[src/rtl/core/pup_pkg.sv]
// pup_pkg: shared types, codes and constants of the picture unit register port
// used by pup_regs, pup_sprite_ram and picture_unit_register_port_unit
// no dependencies
`timescale 1ns / 1ps

package pup_pkg;

    // sprite attribute memory
    localparam int SPRITE_BYTES_DEF = 256;

    // field widths
    localparam int OP_W    = 2;
    localparam int REG_W   = 3;
    localparam int BYTE_W  = 8;
    localparam int REQ_W   = 2;
    localparam int VADDR_W = 16;

    // access kinds
    localparam logic [OP_W-1:0] OP_READ   = 2'd0;
    localparam logic [OP_W-1:0] OP_WRITE  = 2'd1;
    localparam logic [OP_W-1:0] OP_STATUS = 2'd2;

    // register numbers
    localparam logic [REG_W-1:0] REG_CONTROL  = 3'd0;
    localparam logic [REG_W-1:0] REG_MASK     = 3'd1;
    localparam logic [REG_W-1:0] REG_STATUS   = 3'd2;
    localparam logic [REG_W-1:0] REG_SPR_ADDR = 3'd3;
    localparam logic [REG_W-1:0] REG_SPR_DATA = 3'd4;
    localparam logic [REG_W-1:0] REG_SCROLL   = 3'd5;
    localparam logic [REG_W-1:0] REG_VADDR    = 3'd6;
    localparam logic [REG_W-1:0] REG_VDATA    = 3'd7;

    // video memory request codes
    localparam logic [REQ_W-1:0] REQ_NONE  = 2'd0;
    localparam logic [REQ_W-1:0] REQ_READ  = 2'd1;
    localparam logic [REQ_W-1:0] REQ_WRITE = 2'd2;

    // bit positions
    localparam int VBLANK_BIT  = 7;
    localparam int STEP32_BIT  = 2;

    // pointer steps
    localparam logic [VADDR_W-1:0] VSTEP_ONE = 16'd1;
    localparam logic [VADDR_W-1:0] VSTEP_ROW = 16'd32;

    // result of one access, before the sprite read data is merged in
    typedef struct packed {
        logic [BYTE_W-1:0]  read_data;
        logic               access_error;
        logic [REQ_W-1:0]   vram_request;
        logic [VADDR_W-1:0] vram_address;
        logic [BYTE_W-1:0]  vram_write_data;
        logic [BYTE_W-1:0]  control_value;
        logic [BYTE_W-1:0]  mask_value;
        logic [BYTE_W-1:0]  scroll_first;
        logic [BYTE_W-1:0]  scroll_second;
        logic               sprite_read;
    } pup_result_t;

    // sprite memory access of one item
    typedef struct packed {
        logic              wr_en;
        logic              rd_en;
        logic [BYTE_W-1:0] addr;
        logic [BYTE_W-1:0] wr_data;
    } pup_spr_access_t;

endpackage

[src/rtl/core/pup_sprite_ram.sv]
// pup_sprite_ram: sprite attribute memory, one write or one read per cycle while en is high
// depends on pup_pkg
`timescale 1ns / 1ps

module pup_sprite_ram
    import pup_pkg::*;
#(
    parameter int SPRITE_BYTES = SPRITE_BYTES_DEF
)
(
    input  logic              clk,
    input  logic              en,
    input  pup_spr_access_t   acc,
    output logic [BYTE_W-1:0] rd_data_reg
);

    localparam int AW = $clog2(SPRITE_BYTES);

    logic [BYTE_W-1:0] mem [SPRITE_BYTES];

    // write and read share the clock edge; an item does only one of them
    always_ff @(posedge clk)
    begin
        if (en && acc.wr_en)
        begin
            mem[acc.addr[AW-1:0]] <= acc.wr_data;
        end
        if (en && acc.rd_en)
        begin
            rd_data_reg <= mem[acc.addr[AW-1:0]];
        end
    end

endmodule

[src/rtl/core/pup_regs.sv]
// pup_regs: register file and access decode of the picture unit register port
// depends on pup_pkg
`timescale 1ns / 1ps

module pup_regs
    import pup_pkg::*;
(
    input  logic               clk,
    input  logic               rst_n,
    input  logic               en,
    input  logic [OP_W-1:0]    operation,
    input  logic [REG_W-1:0]   register_index,
    input  logic [BYTE_W-1:0]  write_data,
    input  logic [BYTE_W-1:0]  vram_data_in,
    output pup_result_t        result,
    output pup_spr_access_t    spr_acc
);

    logic [BYTE_W-1:0]  control_reg, control_next;
    logic [BYTE_W-1:0]  mask_reg, mask_next;
    logic [BYTE_W-1:0]  status_reg, status_next;
    logic [BYTE_W-1:0]  spr_ptr_reg, spr_ptr_next;
    logic               toggle_reg, toggle_next;
    logic [BYTE_W-1:0]  scroll0_reg, scroll0_next;
    logic [BYTE_W-1:0]  scroll1_reg, scroll1_next;
    logic [VADDR_W-1:0] vptr_reg, vptr_next;
    logic [VADDR_W-1:0] vstep;

    assign vstep = control_reg[STEP32_BIT] ? VSTEP_ROW : VSTEP_ONE;

    always_comb
    begin
        control_next = control_reg;
        mask_next    = mask_reg;
        status_next  = status_reg;
        spr_ptr_next = spr_ptr_reg;
        toggle_next  = toggle_reg;
        scroll0_next = scroll0_reg;
        scroll1_next = scroll1_reg;
        vptr_next    = vptr_reg;

        result.read_data       = '0;
        result.access_error    = 1'b0;
        result.vram_request    = REQ_NONE;
        result.vram_address    = '0;
        result.vram_write_data = '0;
        result.sprite_read     = 1'b0;

        spr_acc.wr_en   = 1'b0;
        spr_acc.rd_en   = 1'b0;
        spr_acc.addr    = spr_ptr_reg;
        spr_acc.wr_data = write_data;

        case (operation)
            OP_READ:
            begin
                case (register_index)
                    REG_STATUS:
                    begin
                        result.read_data        = status_reg;
                        status_next[VBLANK_BIT] = 1'b0;
                    end
                    REG_SPR_DATA:
                    begin
                        result.sprite_read = 1'b1;
                        spr_acc.rd_en      = 1'b1;
                        spr_ptr_next       = spr_ptr_reg + 8'd1;
                    end
                    REG_VDATA:
                    begin
                        result.read_data    = vram_data_in;
                        result.vram_request = REQ_READ;
                        result.vram_address = vptr_reg;
                        vptr_next           = vptr_reg + vstep;
                    end
                    default:
                    begin
                        result.access_error = 1'b1;
                    end
                endcase
            end
            OP_WRITE:
            begin
                case (register_index)
                    REG_CONTROL:  control_next = write_data;
                    REG_MASK:     mask_next    = write_data;
                    REG_STATUS:   result.access_error = 1'b1;
                    REG_SPR_ADDR: spr_ptr_next = write_data;
                    REG_SPR_DATA:
                    begin
                        spr_acc.wr_en = 1'b1;
                        spr_ptr_next  = spr_ptr_reg + 8'd1;
                    end
                    REG_SCROLL:
                    begin
                        if (toggle_reg)
                        begin
                            scroll1_next = write_data;
                        end
                        else
                        begin
                            scroll0_next = write_data;
                        end
                        toggle_next = ~toggle_reg;
                    end
                    REG_VADDR:
                    begin
                        // high byte first, then low byte
                        if (toggle_reg)
                        begin
                            vptr_next = {vptr_reg[VADDR_W-1:BYTE_W], write_data};
                        end
                        else
                        begin
                            vptr_next = {write_data, vptr_reg[BYTE_W-1:0]};
                        end
                        toggle_next = ~toggle_reg;
                    end
                    default:
                    begin
                        result.vram_request    = REQ_WRITE;
                        result.vram_address    = vptr_reg;
                        result.vram_write_data = write_data;
                        vptr_next              = vptr_reg + vstep;
                    end
                endcase
            end
            OP_STATUS:
            begin
                status_next = write_data;
            end
            default:
            begin
                // unused access kind: no effect
            end
        endcase

        result.control_value = control_next;
        result.mask_value    = mask_next;
        result.scroll_first  = scroll0_next;
        result.scroll_second = scroll1_next;
    end

    always_ff @(posedge clk or negedge rst_n)
    begin
        if (!rst_n)
        begin
            control_reg <= '0;
            mask_reg    <= '0;
            status_reg  <= '0;
            spr_ptr_reg <= '0;
            toggle_reg  <= 1'b0;
            scroll0_reg <= '0;
            scroll1_reg <= '0;
            vptr_reg    <= '0;
        end
        else if (en)
        begin
            control_reg <= control_next;
            mask_reg    <= mask_next;
            status_reg  <= status_next;
            spr_ptr_reg <= spr_ptr_next;
            toggle_reg  <= toggle_next;
            scroll0_reg <= scroll0_next;
            scroll1_reg <= scroll1_next;
            vptr_reg    <= vptr_next;
        end
    end

endmodule

[src/rtl/core/picture_unit_register_port_unit.sv]
// picture_unit_register_port_unit: top level of the picture unit register port
// depends on pup_pkg, pup_regs and pup_sprite_ram
`timescale 1ns / 1ps
//
//  channel   direction  tuser                                 tdata
//  s_axis    in         [1:0] operation, [4:2] register_index  [7:0] write_data,
//                                                              [15:8] vram_data_in
//  m_axis    out        [0] access_error, [2:1] vram_request   [7:0] read_data,
//                                                              [23:8] vram_address,
//                                                              [31:24] vram_write_data,
//                                                              [39:32] control_value,
//                                                              [47:40] mask_value,
//                                                              [55:48] scroll_first,
//                                                              [63:56] scroll_second
//
//  one item a cycle sustained while m_axis is not stalled; an item accepted on s_axis
//  passes through the input register, then the result register, before it shows on m_axis
//  the register file and sprite memory read/write are done in the cycle an item
//  moves from the input register to the result register, so items never overlap
//  on state
//  the sprite memory read data is registered alongside the result and merged at the port
//  reset clears the valid flags and the register file; sprite memory is not cleared
//  a stalled m_axis holds the result; s_axis keeps taking items while the input
//  register is empty or moving on

module picture_unit_register_port_unit
    import pup_pkg::*;
#(
    parameter int SPRITE_BYTES = SPRITE_BYTES_DEF
)
(
    input  logic        clk,
    input  logic        rst_n,

    input  logic        s_axis_tvalid,
    output logic        s_axis_tready,
    input  logic [15:0] s_axis_tdata,   // write_data, vram_data_in
    input  logic [4:0]  s_axis_tuser,   // operation, register_index

    output logic        m_axis_tvalid,
    input  logic        m_axis_tready,
    output logic [63:0] m_axis_tdata,   // read_data, vram_address, vram_write_data,
                                        // control_value, mask_value, scroll_first,
                                        // scroll_second
    output logic [2:0]  m_axis_tuser    // access_error, vram_request
);

    // input register
    logic               in_valid_reg;
    logic [OP_W-1:0]    in_op_reg;
    logic [REG_W-1:0]   in_idx_reg;
    logic [BYTE_W-1:0]  in_wdata_reg;
    logic [BYTE_W-1:0]  in_vdata_reg;

    // result register
    logic               out_valid_reg;
    pup_result_t        out_reg;

    logic               advance;
    logic               take;
    pup_result_t        result;
    pup_spr_access_t    spr_acc;
    logic [BYTE_W-1:0]  spr_rd_data;
    logic [BYTE_W-1:0]  read_byte;

    // item moves into the result register when that register is free or drains
    assign advance       = in_valid_reg && (!out_valid_reg || m_axis_tready);
    assign s_axis_tready = !in_valid_reg || advance;
    assign take          = s_axis_tvalid && s_axis_tready;

    always_ff @(posedge clk or negedge rst_n)
    begin
        if (!rst_n)
        begin
            in_valid_reg  <= 1'b0;
            out_valid_reg <= 1'b0;
        end
        else
        begin
            if (take)
            begin
                in_valid_reg <= 1'b1;
            end
            else if (advance)
            begin
                in_valid_reg <= 1'b0;
            end

            if (advance)
            begin
                out_valid_reg <= 1'b1;
            end
            else if (m_axis_tready)
            begin
                out_valid_reg <= 1'b0;
            end
        end
    end

    // payload registers need no reset
    always_ff @(posedge clk)
    begin
        if (take)
        begin
            in_op_reg    <= s_axis_tuser[OP_W-1:0];
            in_idx_reg   <= s_axis_tuser[OP_W+REG_W-1:OP_W];
            in_wdata_reg <= s_axis_tdata[BYTE_W-1:0];
            in_vdata_reg <= s_axis_tdata[2*BYTE_W-1:BYTE_W];
        end
        if (advance)
        begin
            out_reg <= result;
        end
    end

    // register file and access decode
    pup_regs u_regs (
        .clk            (clk),
        .rst_n          (rst_n),
        .en             (advance),
        .operation      (in_op_reg),
        .register_index (in_idx_reg),
        .write_data     (in_wdata_reg),
        .vram_data_in   (in_vdata_reg),
        .result         (result),
        .spr_acc        (spr_acc)
    );

    // sprite memory, read data lands together with the result register
    pup_sprite_ram #(
        .SPRITE_BYTES (SPRITE_BYTES)
    ) u_sprite_ram (
        .clk         (clk),
        .en          (advance),
        .acc         (spr_acc),
        .rd_data_reg (spr_rd_data)
    );

    assign read_byte = out_reg.sprite_read ? spr_rd_data : out_reg.read_data;

    assign m_axis_tvalid = out_valid_reg;
    assign m_axis_tdata  = {out_reg.scroll_second, out_reg.scroll_first,
                            out_reg.mask_value, out_reg.control_value,
                            out_reg.vram_write_data, out_reg.vram_address,
                            read_byte};
    assign m_axis_tuser  = {out_reg.vram_request, out_reg.access_error};

endmodule
[config.mk]
export PLATFORM = sky130hd
export DESIGN_NAME = picture_unit_register_port_unit
export DESIGN_NICKNAME = d
export VERILOG_FILES = /design/src/rtl/core/pup_pkg.sv /design/src/rtl/core/pup_sprite_ram.sv /design/src/rtl/core/pup_regs.sv /design/src/rtl/core/picture_unit_register_port_unit.sv
export SDC_FILE = /design/constraint.sdc
export NUM_CORES = 2
export LEC_CHECK = 0
export BUFFER_PORTS_ARGS = -buffer_cell sky130_fd_sc_hd__buf_2
export CORE_ASPECT_RATIO = 1.1
export CORE_MARGIN = 3
export CORE_UTILIZATION = 30
export DETAILED_ROUTE_END_ITERATION = 12
export MAX_ROUTING_LAYER = met4
export PLACE_DENSITY = 0.42
export SLEW_MARGIN = 20
export SYNTH_ARGS = -nofsm -noshare
export SYNTH_HDL_FRONTEND = slang
export SYNTH_SLANG_ARGS = --single-unit
[constraint.sdc]
create_clock -name clk -period 5.6 [get_ports clk]
set_input_delay 0.28 -clock clk [delete_from_list [all_inputs] [get_ports clk]]
set_output_delay 0.28 -clock clk [all_outputs]
set_load 0.05 [all_outputs]
* After elaboration in Yosys (flattened, before gate mapping)
Memory sizes are Yosys's and may differ from the RTL's. A register that Yosys moved wholly into a read port is not among the register bits.
Cells that the tools add are included.
** Word-level totals
- Bits of input ports :: 25
- Word-level logic and storage cells :: 108
- Latch bits :: 0
- Memory bits (writable) :: 2048
- Bits in read-only memories :: 0
- Bits in registers :: 156
- Output and inout bits :: 69
- Memories :: 1
** Cells by class
- $add $sub $neg :: 2
- Shifts and indexed selects :: 0
- $lt $le $gt $ge :: 0
- Divide/modulo/power cells :: 0
- Bitwise logic cells :: 2
- Equal/unequal tests :: 16
- Reduce and logical (&&, ||, !) cells :: 25
- $mul :: 0
- Multiplexer cells :: 36
** Memories
- u_sprite_ram.mem :: words 256, width 8, read ports 1, clocked after Yosys merged registers in 1, wr ports 1, line pup_sprite_ram.sv:19 : logic [BYTE_W-1:0] mem [SPRITE_BYTES];
** Operators by type and width (number)
- $mux 8 :: 12
- $pmux 16 s2 :: 2
- $pmux 8 s2 :: 3
- $pmux 19 s2 :: 1
- $mux 16 :: 2
- $mux 26 :: 1
- $mux 17 :: 1
- $add 16x16->16 :: 1
- $eq 3x3->1 const B :: 4
- $mux 1 :: 12
- $reduce_and 5->1 :: 2
- $add 8x1->8 const B :: 1
- $ne 2x2->1 const B :: 4
- $reduce_bool 2->1 :: 4
- $reduce_or 8->1 :: 1
- $reduce_or 7->1 :: 1
- $eq 3x2->1 const B :: 2
- $mux 6 :: 1
- $ne 3x3->1 const B :: 2
- $reduce_and 3->1 :: 2
- $reduce_or 6->1 :: 1
- $logic_and 1x1->1 :: 4
- $reduce_and 4->1 :: 1
- $eq 3x1->1 const B :: 1
- other kinds (12) :: 15

* Depth between registers and ports, before layout
- Depth after elaboration :: 6
- Mapped depth :: 9
- Gate-level depth less buffers :: 8

* Cells and area by module
Synthesis repeated with hierarchy kept, for this count alone.
** Unflattened totals
- Cell total of the unflattened synthesis :: 4104
- Area, all modules :: 85774.8 um^2
** Modules (own cells, without submodules)
- pup_sprite_ram :: sequential area each 61739.2 um^2, cells each 3526, area each 78376.4 um^2, times used 1
- pup_regs :: sequential area each 1626.6 um^2, cells each 413, area each 4062.6 um^2, times used 1
- picture_unit_register_port_unit :: sequential area each 2722.6 um^2, cells each 165, area each 3335.7 um^2, times used 1

* Worst setup path after synthesis
Ideal clock, no wire load.
- Path type :: flip-flop to flip-flop
- Start point :: register in_wdata_reg[0]
- End point :: register u_regs.vptr_reg[0]
- Setup slack :: 1.381 ns
- Stages on the path, launching flop included :: 5
- Data arrival time :: 4.142 ns
- Path buffers :: 0
- Required time :: 5.523 ns
- Clock period less this slack :: 4.219 ns
- Cells stage by stage :: edfxtp_1 -> inv_1 -> nand3_1 -> o21ai_0 -> a21oi_1
** Between the ends
- Cells in the longest elaborated chain, start to end :: 3
** RTL lines
- from (decl) :: line picture_unit_register_port_unit.sv:52 : logic [BYTE_W-1:0] in_wdata_reg;
- from (signal assigned) :: line picture_unit_register_port_unit.sv:107 : in_wdata_reg <= s_axis_tdata[BYTE_W-1:0];
- $mux 16 :: line pup_regs.sv:109 : if (toggle_reg)
- $pmux 16 s2 :: line pup_regs.sv:84 : case (register_index)
- $pmux 16 s2 :: line pup_regs.sv:54 : case (operation)
- to (signal assigned) :: line pup_regs.sv:166 : vptr_reg <= vptr_next;
- to (decl) :: line pup_regs.sv:26 : logic [VADDR_W-1:0] vptr_reg, vptr_next;
Every way passes these cells. The select of a mux whose other input is x is not followed.
A chain may end at the register's enable or synchronous reset.

==> metrics.md <==
| Metric | Value |
|---|---|
| Number of stages on the worst hold path | `2` |
| Maximum fanout encountered on the critical timing path | `67` |
| Clock network power share | `34.1%` |
| Port-buffer cells | `93` |
| Post-synthesis cell type with the largest combined area | `edfxtp_1` |
| Number of remaining DRC errors | `0` |
| Clock latency on the worst-skew pair | `0.89 ns` |
| Path type of the worst min-delay path | `primary input to flip-flop` |
| Routed wire length | `247000 um` |
| Starting density of the core | `30.2%` |
| Final Critical Period | `4.31 ns` |
| Gate count of the mapped netlist | `4108` |
| Worst-case clock buffer depth | `4` |
| RSZ-0062 raised after global routing | `no` |
| Global-route wire length before repair | `347000 um` |
| FF-to-FF path depth | `7` |
| Sequential share of power | `42.3%` |
| WL/cell | `30.1 um` |
| Fraction of power spent switching nets | `29.5%` |
| Critical path class | `flip-flop to flip-flop` |
| Final number of hold-violating endpoints | `0` |
| Grt ovf | `0` |
| Hold_ws | `0.135 ns` |
| Slowest stage cell, crit path | `o41ai_1` |
| Power Density | `451 mW/mm^2` |
| Share of flip-flops with an asynchronous set or reset after synthesis | `3.03%` |
| Final Net Count | `4308` |
| Chip Width | `515 um` |
| Site Rows | `205` |
| Root buffer selected by CTS | `clkbuf_16` |
| Final period util | `77.0%` |
| Highest achievable clock rate | `232 MHz` |
| Biggest area contributors in the synthesized netlist | `edfxtp_1 (75%), mux4_2 (13%), a22oi_1 (2.3%), dfrtp_1 (2.0%), nor2_1 (1.3%)` |
| CTS tree | `done` |
| Synthesized flop and latch total | `2212` |
| Post-CTS Resized | `0` |
| Main synth FF type | `edfxtp_1` |
| Max-cap violations | `0` |
| Vias per cell | `5.05` |
| Fraction of final layout cells with drive strength greater than 1 | `26.0%` |
| Number of setup violations in the final report | `0` |
| Worst Tran Pin Value | `1.19 ns` |
| Combinational share of power | `23.6%` |
| Largest net degree at the start of global routing | `162` |
| Violation count after the first detailed-route iteration | `3927` |
| Height of the die | `566 um` |
| Number of buffers added by the clock tree synthesis step | `236` |
| Worst setup skew after layout | `0.0357 ns` |
| Most common library cells after synthesis | `edfxtp_1 (2145), mux4_2 (512), nor2_1 (289)` |
| Leakage | `0.0300 uW` |
| Sequential element share of the synthesized area | `77.2%` |
| Number of flops mapped to enable cells by yosys | `2145` |
| GRT Resource Usage Total | `17.1%` |
| Placed wire-length estimate | `141000 um` |
| Number of top-level pins | `94` |
| Critical path data arrival time | `4.92 ns` |
| Crit. End Element | `flip-flop` |
| Count of H-tree levels built during CTS | `4` |
| Total number of vias | `41300` |
| Post-Synthesis Mean Instance Area | `20.8 um^2` |
| Launching element type of the critical path | `flip-flop` |
| Layout area overhead | `14.7%` |
| Flip-flop count of the largest register, all copies and words added | `2048` |
| Internal cell power | `31200 uW` |
| Floorplan die area | `0.292 mm^2` |
| Status | `finished clean` |
| Initial antenna violation count | `11` |
| Placeable core region | `0.284 mm^2` |
| Net count after synthesis | `4140` |
| Share of the synthesized area in the top cell type | `75.3%` |
| Fin. max-slew vios | `0` |
| Detailed-routing iteration count for the pre-antenna-repair pass | `7` |
| Most frequent cell after synthesis | `edfxtp_1` |
| Synth unique cells | `53` |
| Critical path data required time | `6.21 ns` |
| Sum of negative setup slack | `0 ns` |
| Routability Congestion | `0.757` |
| Syn. warnings | `0` |
| Cells along the critical path | `buf_12 -> mux4_2 -> a22oi_1 -> a21oi_1 -> o41ai_1 -> buf_4 -> nand4_1` |
| Sink count of the clock tree | `2212` |
| Clock transition at the registers of the reported paths | `0.06 ns` |
| Max rail drop VDD | `0.000442 V` |
| Cell Area, Synth | `0.0856 mm^2` |
| Peak per-stage delay on the critical path | `1.03 ns` |
| ANT nets after route | `0` |
| Worst slew margin relative to its limit | `20.5%` |
| Switching Power | `13100 uW` |
| Number of global-route vias before repair | `43100` |
| Postcts setup bufs | `0` |
-- power groups by stage --
stage               sequential, uW  combinational [uW]  clock [uW]
global placement             19100               10800           0
global route                 18700               11100       16200
floorplan                    19100                6740           0
finish                       18700               10400       15100
CTS                          18700               10700       15500
detailed placement           19100               10700           0
-- layer usage --
metal	routed length (um)	up-vias	track usage (%)
li1	-	17400	-
met1	107000	22500	22.8
met2	122000	1134	27.7
met3	11600	334	2.54
met4	5910	0	4.12
met5	0	-	-
-- per-stage QoR --
stage	setup slack (ns)	total power, uW	cell area [um^2]	cells	util (%)
2_1_floorplan	1.38	25800	85600	4108	-
3_3_place_gp	0.758	29800	90500	7736	31.9
3_5_place_dp	1.08	29800	90600	7738	31.9
4_1_cts	1.08	45000	98100	8182	34.6
5_1_grt	1.12	46000	98100	8185	34.6
6_report	1.29	44200	98200	8188	34.6
-- layout make-up --
cell class,instances,area (um^2)
Tap cell,3726,4660
Clock inverter,137,1190
Clock buffer,281,6100
Sequential cell,2212,66100
Timing Repair Buffer,246,2010
Fill cell,26400,186000
Multi-Input combinational cell,1565,18000
Antenna cell,6,15.0
Inverter,15,58.8
-- what timing repair did --
action | in CTS | in global routing
hold buffers | 26 | 0
setup endpoints to repair | 0 | 0
hold endpoints to repair | 90 | 0
-- worst max-delay path, delay by kind of cell (launching register included) --
kind	cells	cell delay [ns]
AO/OA/AOI/OAI	3	1.59
buffers and inverters	2	0.74
flip-flops	1	0.88
multiplexers	1	0.60
AND/OR/NAND/NOR	1	0.09
-- cell families after synthesis --
| family | after synthesis | share of synthesized area [%] |
|---|---|---|
| flip-flops | 2212 | 77.2 |
| multiplexers | 584 | 14.4 |
| AO/OA/AOI/OAI | 505 | 3.99 |
| AND/OR/NAND/NOR | 465 | 2.31 |
| buffers and inverters | 331 | 1.93 |
| adder cells (fa/ha/maj) | 8 | 0.114 |
| XOR/XNOR | 3 | 0.0307 |
-- final timing paths --
path | to | startpoint | slack (ns)
worst max-delay path | u_sprite_ram.rd_data_reg[0] | u_regs.spr_ptr_reg[0] | 1.29
worst min-delay path | in_vdata_reg[0] | s_axis_tdata[8] | 0.13
worst max register to register | u_sprite_ram.rd_data_reg[0] | u_regs.spr_ptr_reg[0] | 1.29
worst min register to register | u_regs.control_reg[1] | u_regs.control_reg[1] | 0.47
max in group asynchronous | u_regs.status_reg[4] | rst_n | 4.37
min in group asynchronous | u_regs.spr_ptr_reg[1] | rst_n | 0.16
-- layout by cell type, fill, tap and decap left out, types with 58 or more instances in the layout --
cell       count
buf_2         92
a21oi_1      154
mux2_2        70
dfrtp_1       65
clkbuf_16    237
nor2_1       283
edfxtp_1    2145
mux4_2       512
clkinv_1      58
nand2_1       59
buf_4        101
a22oi_1      266
Power figures use the tool's default switching activity.
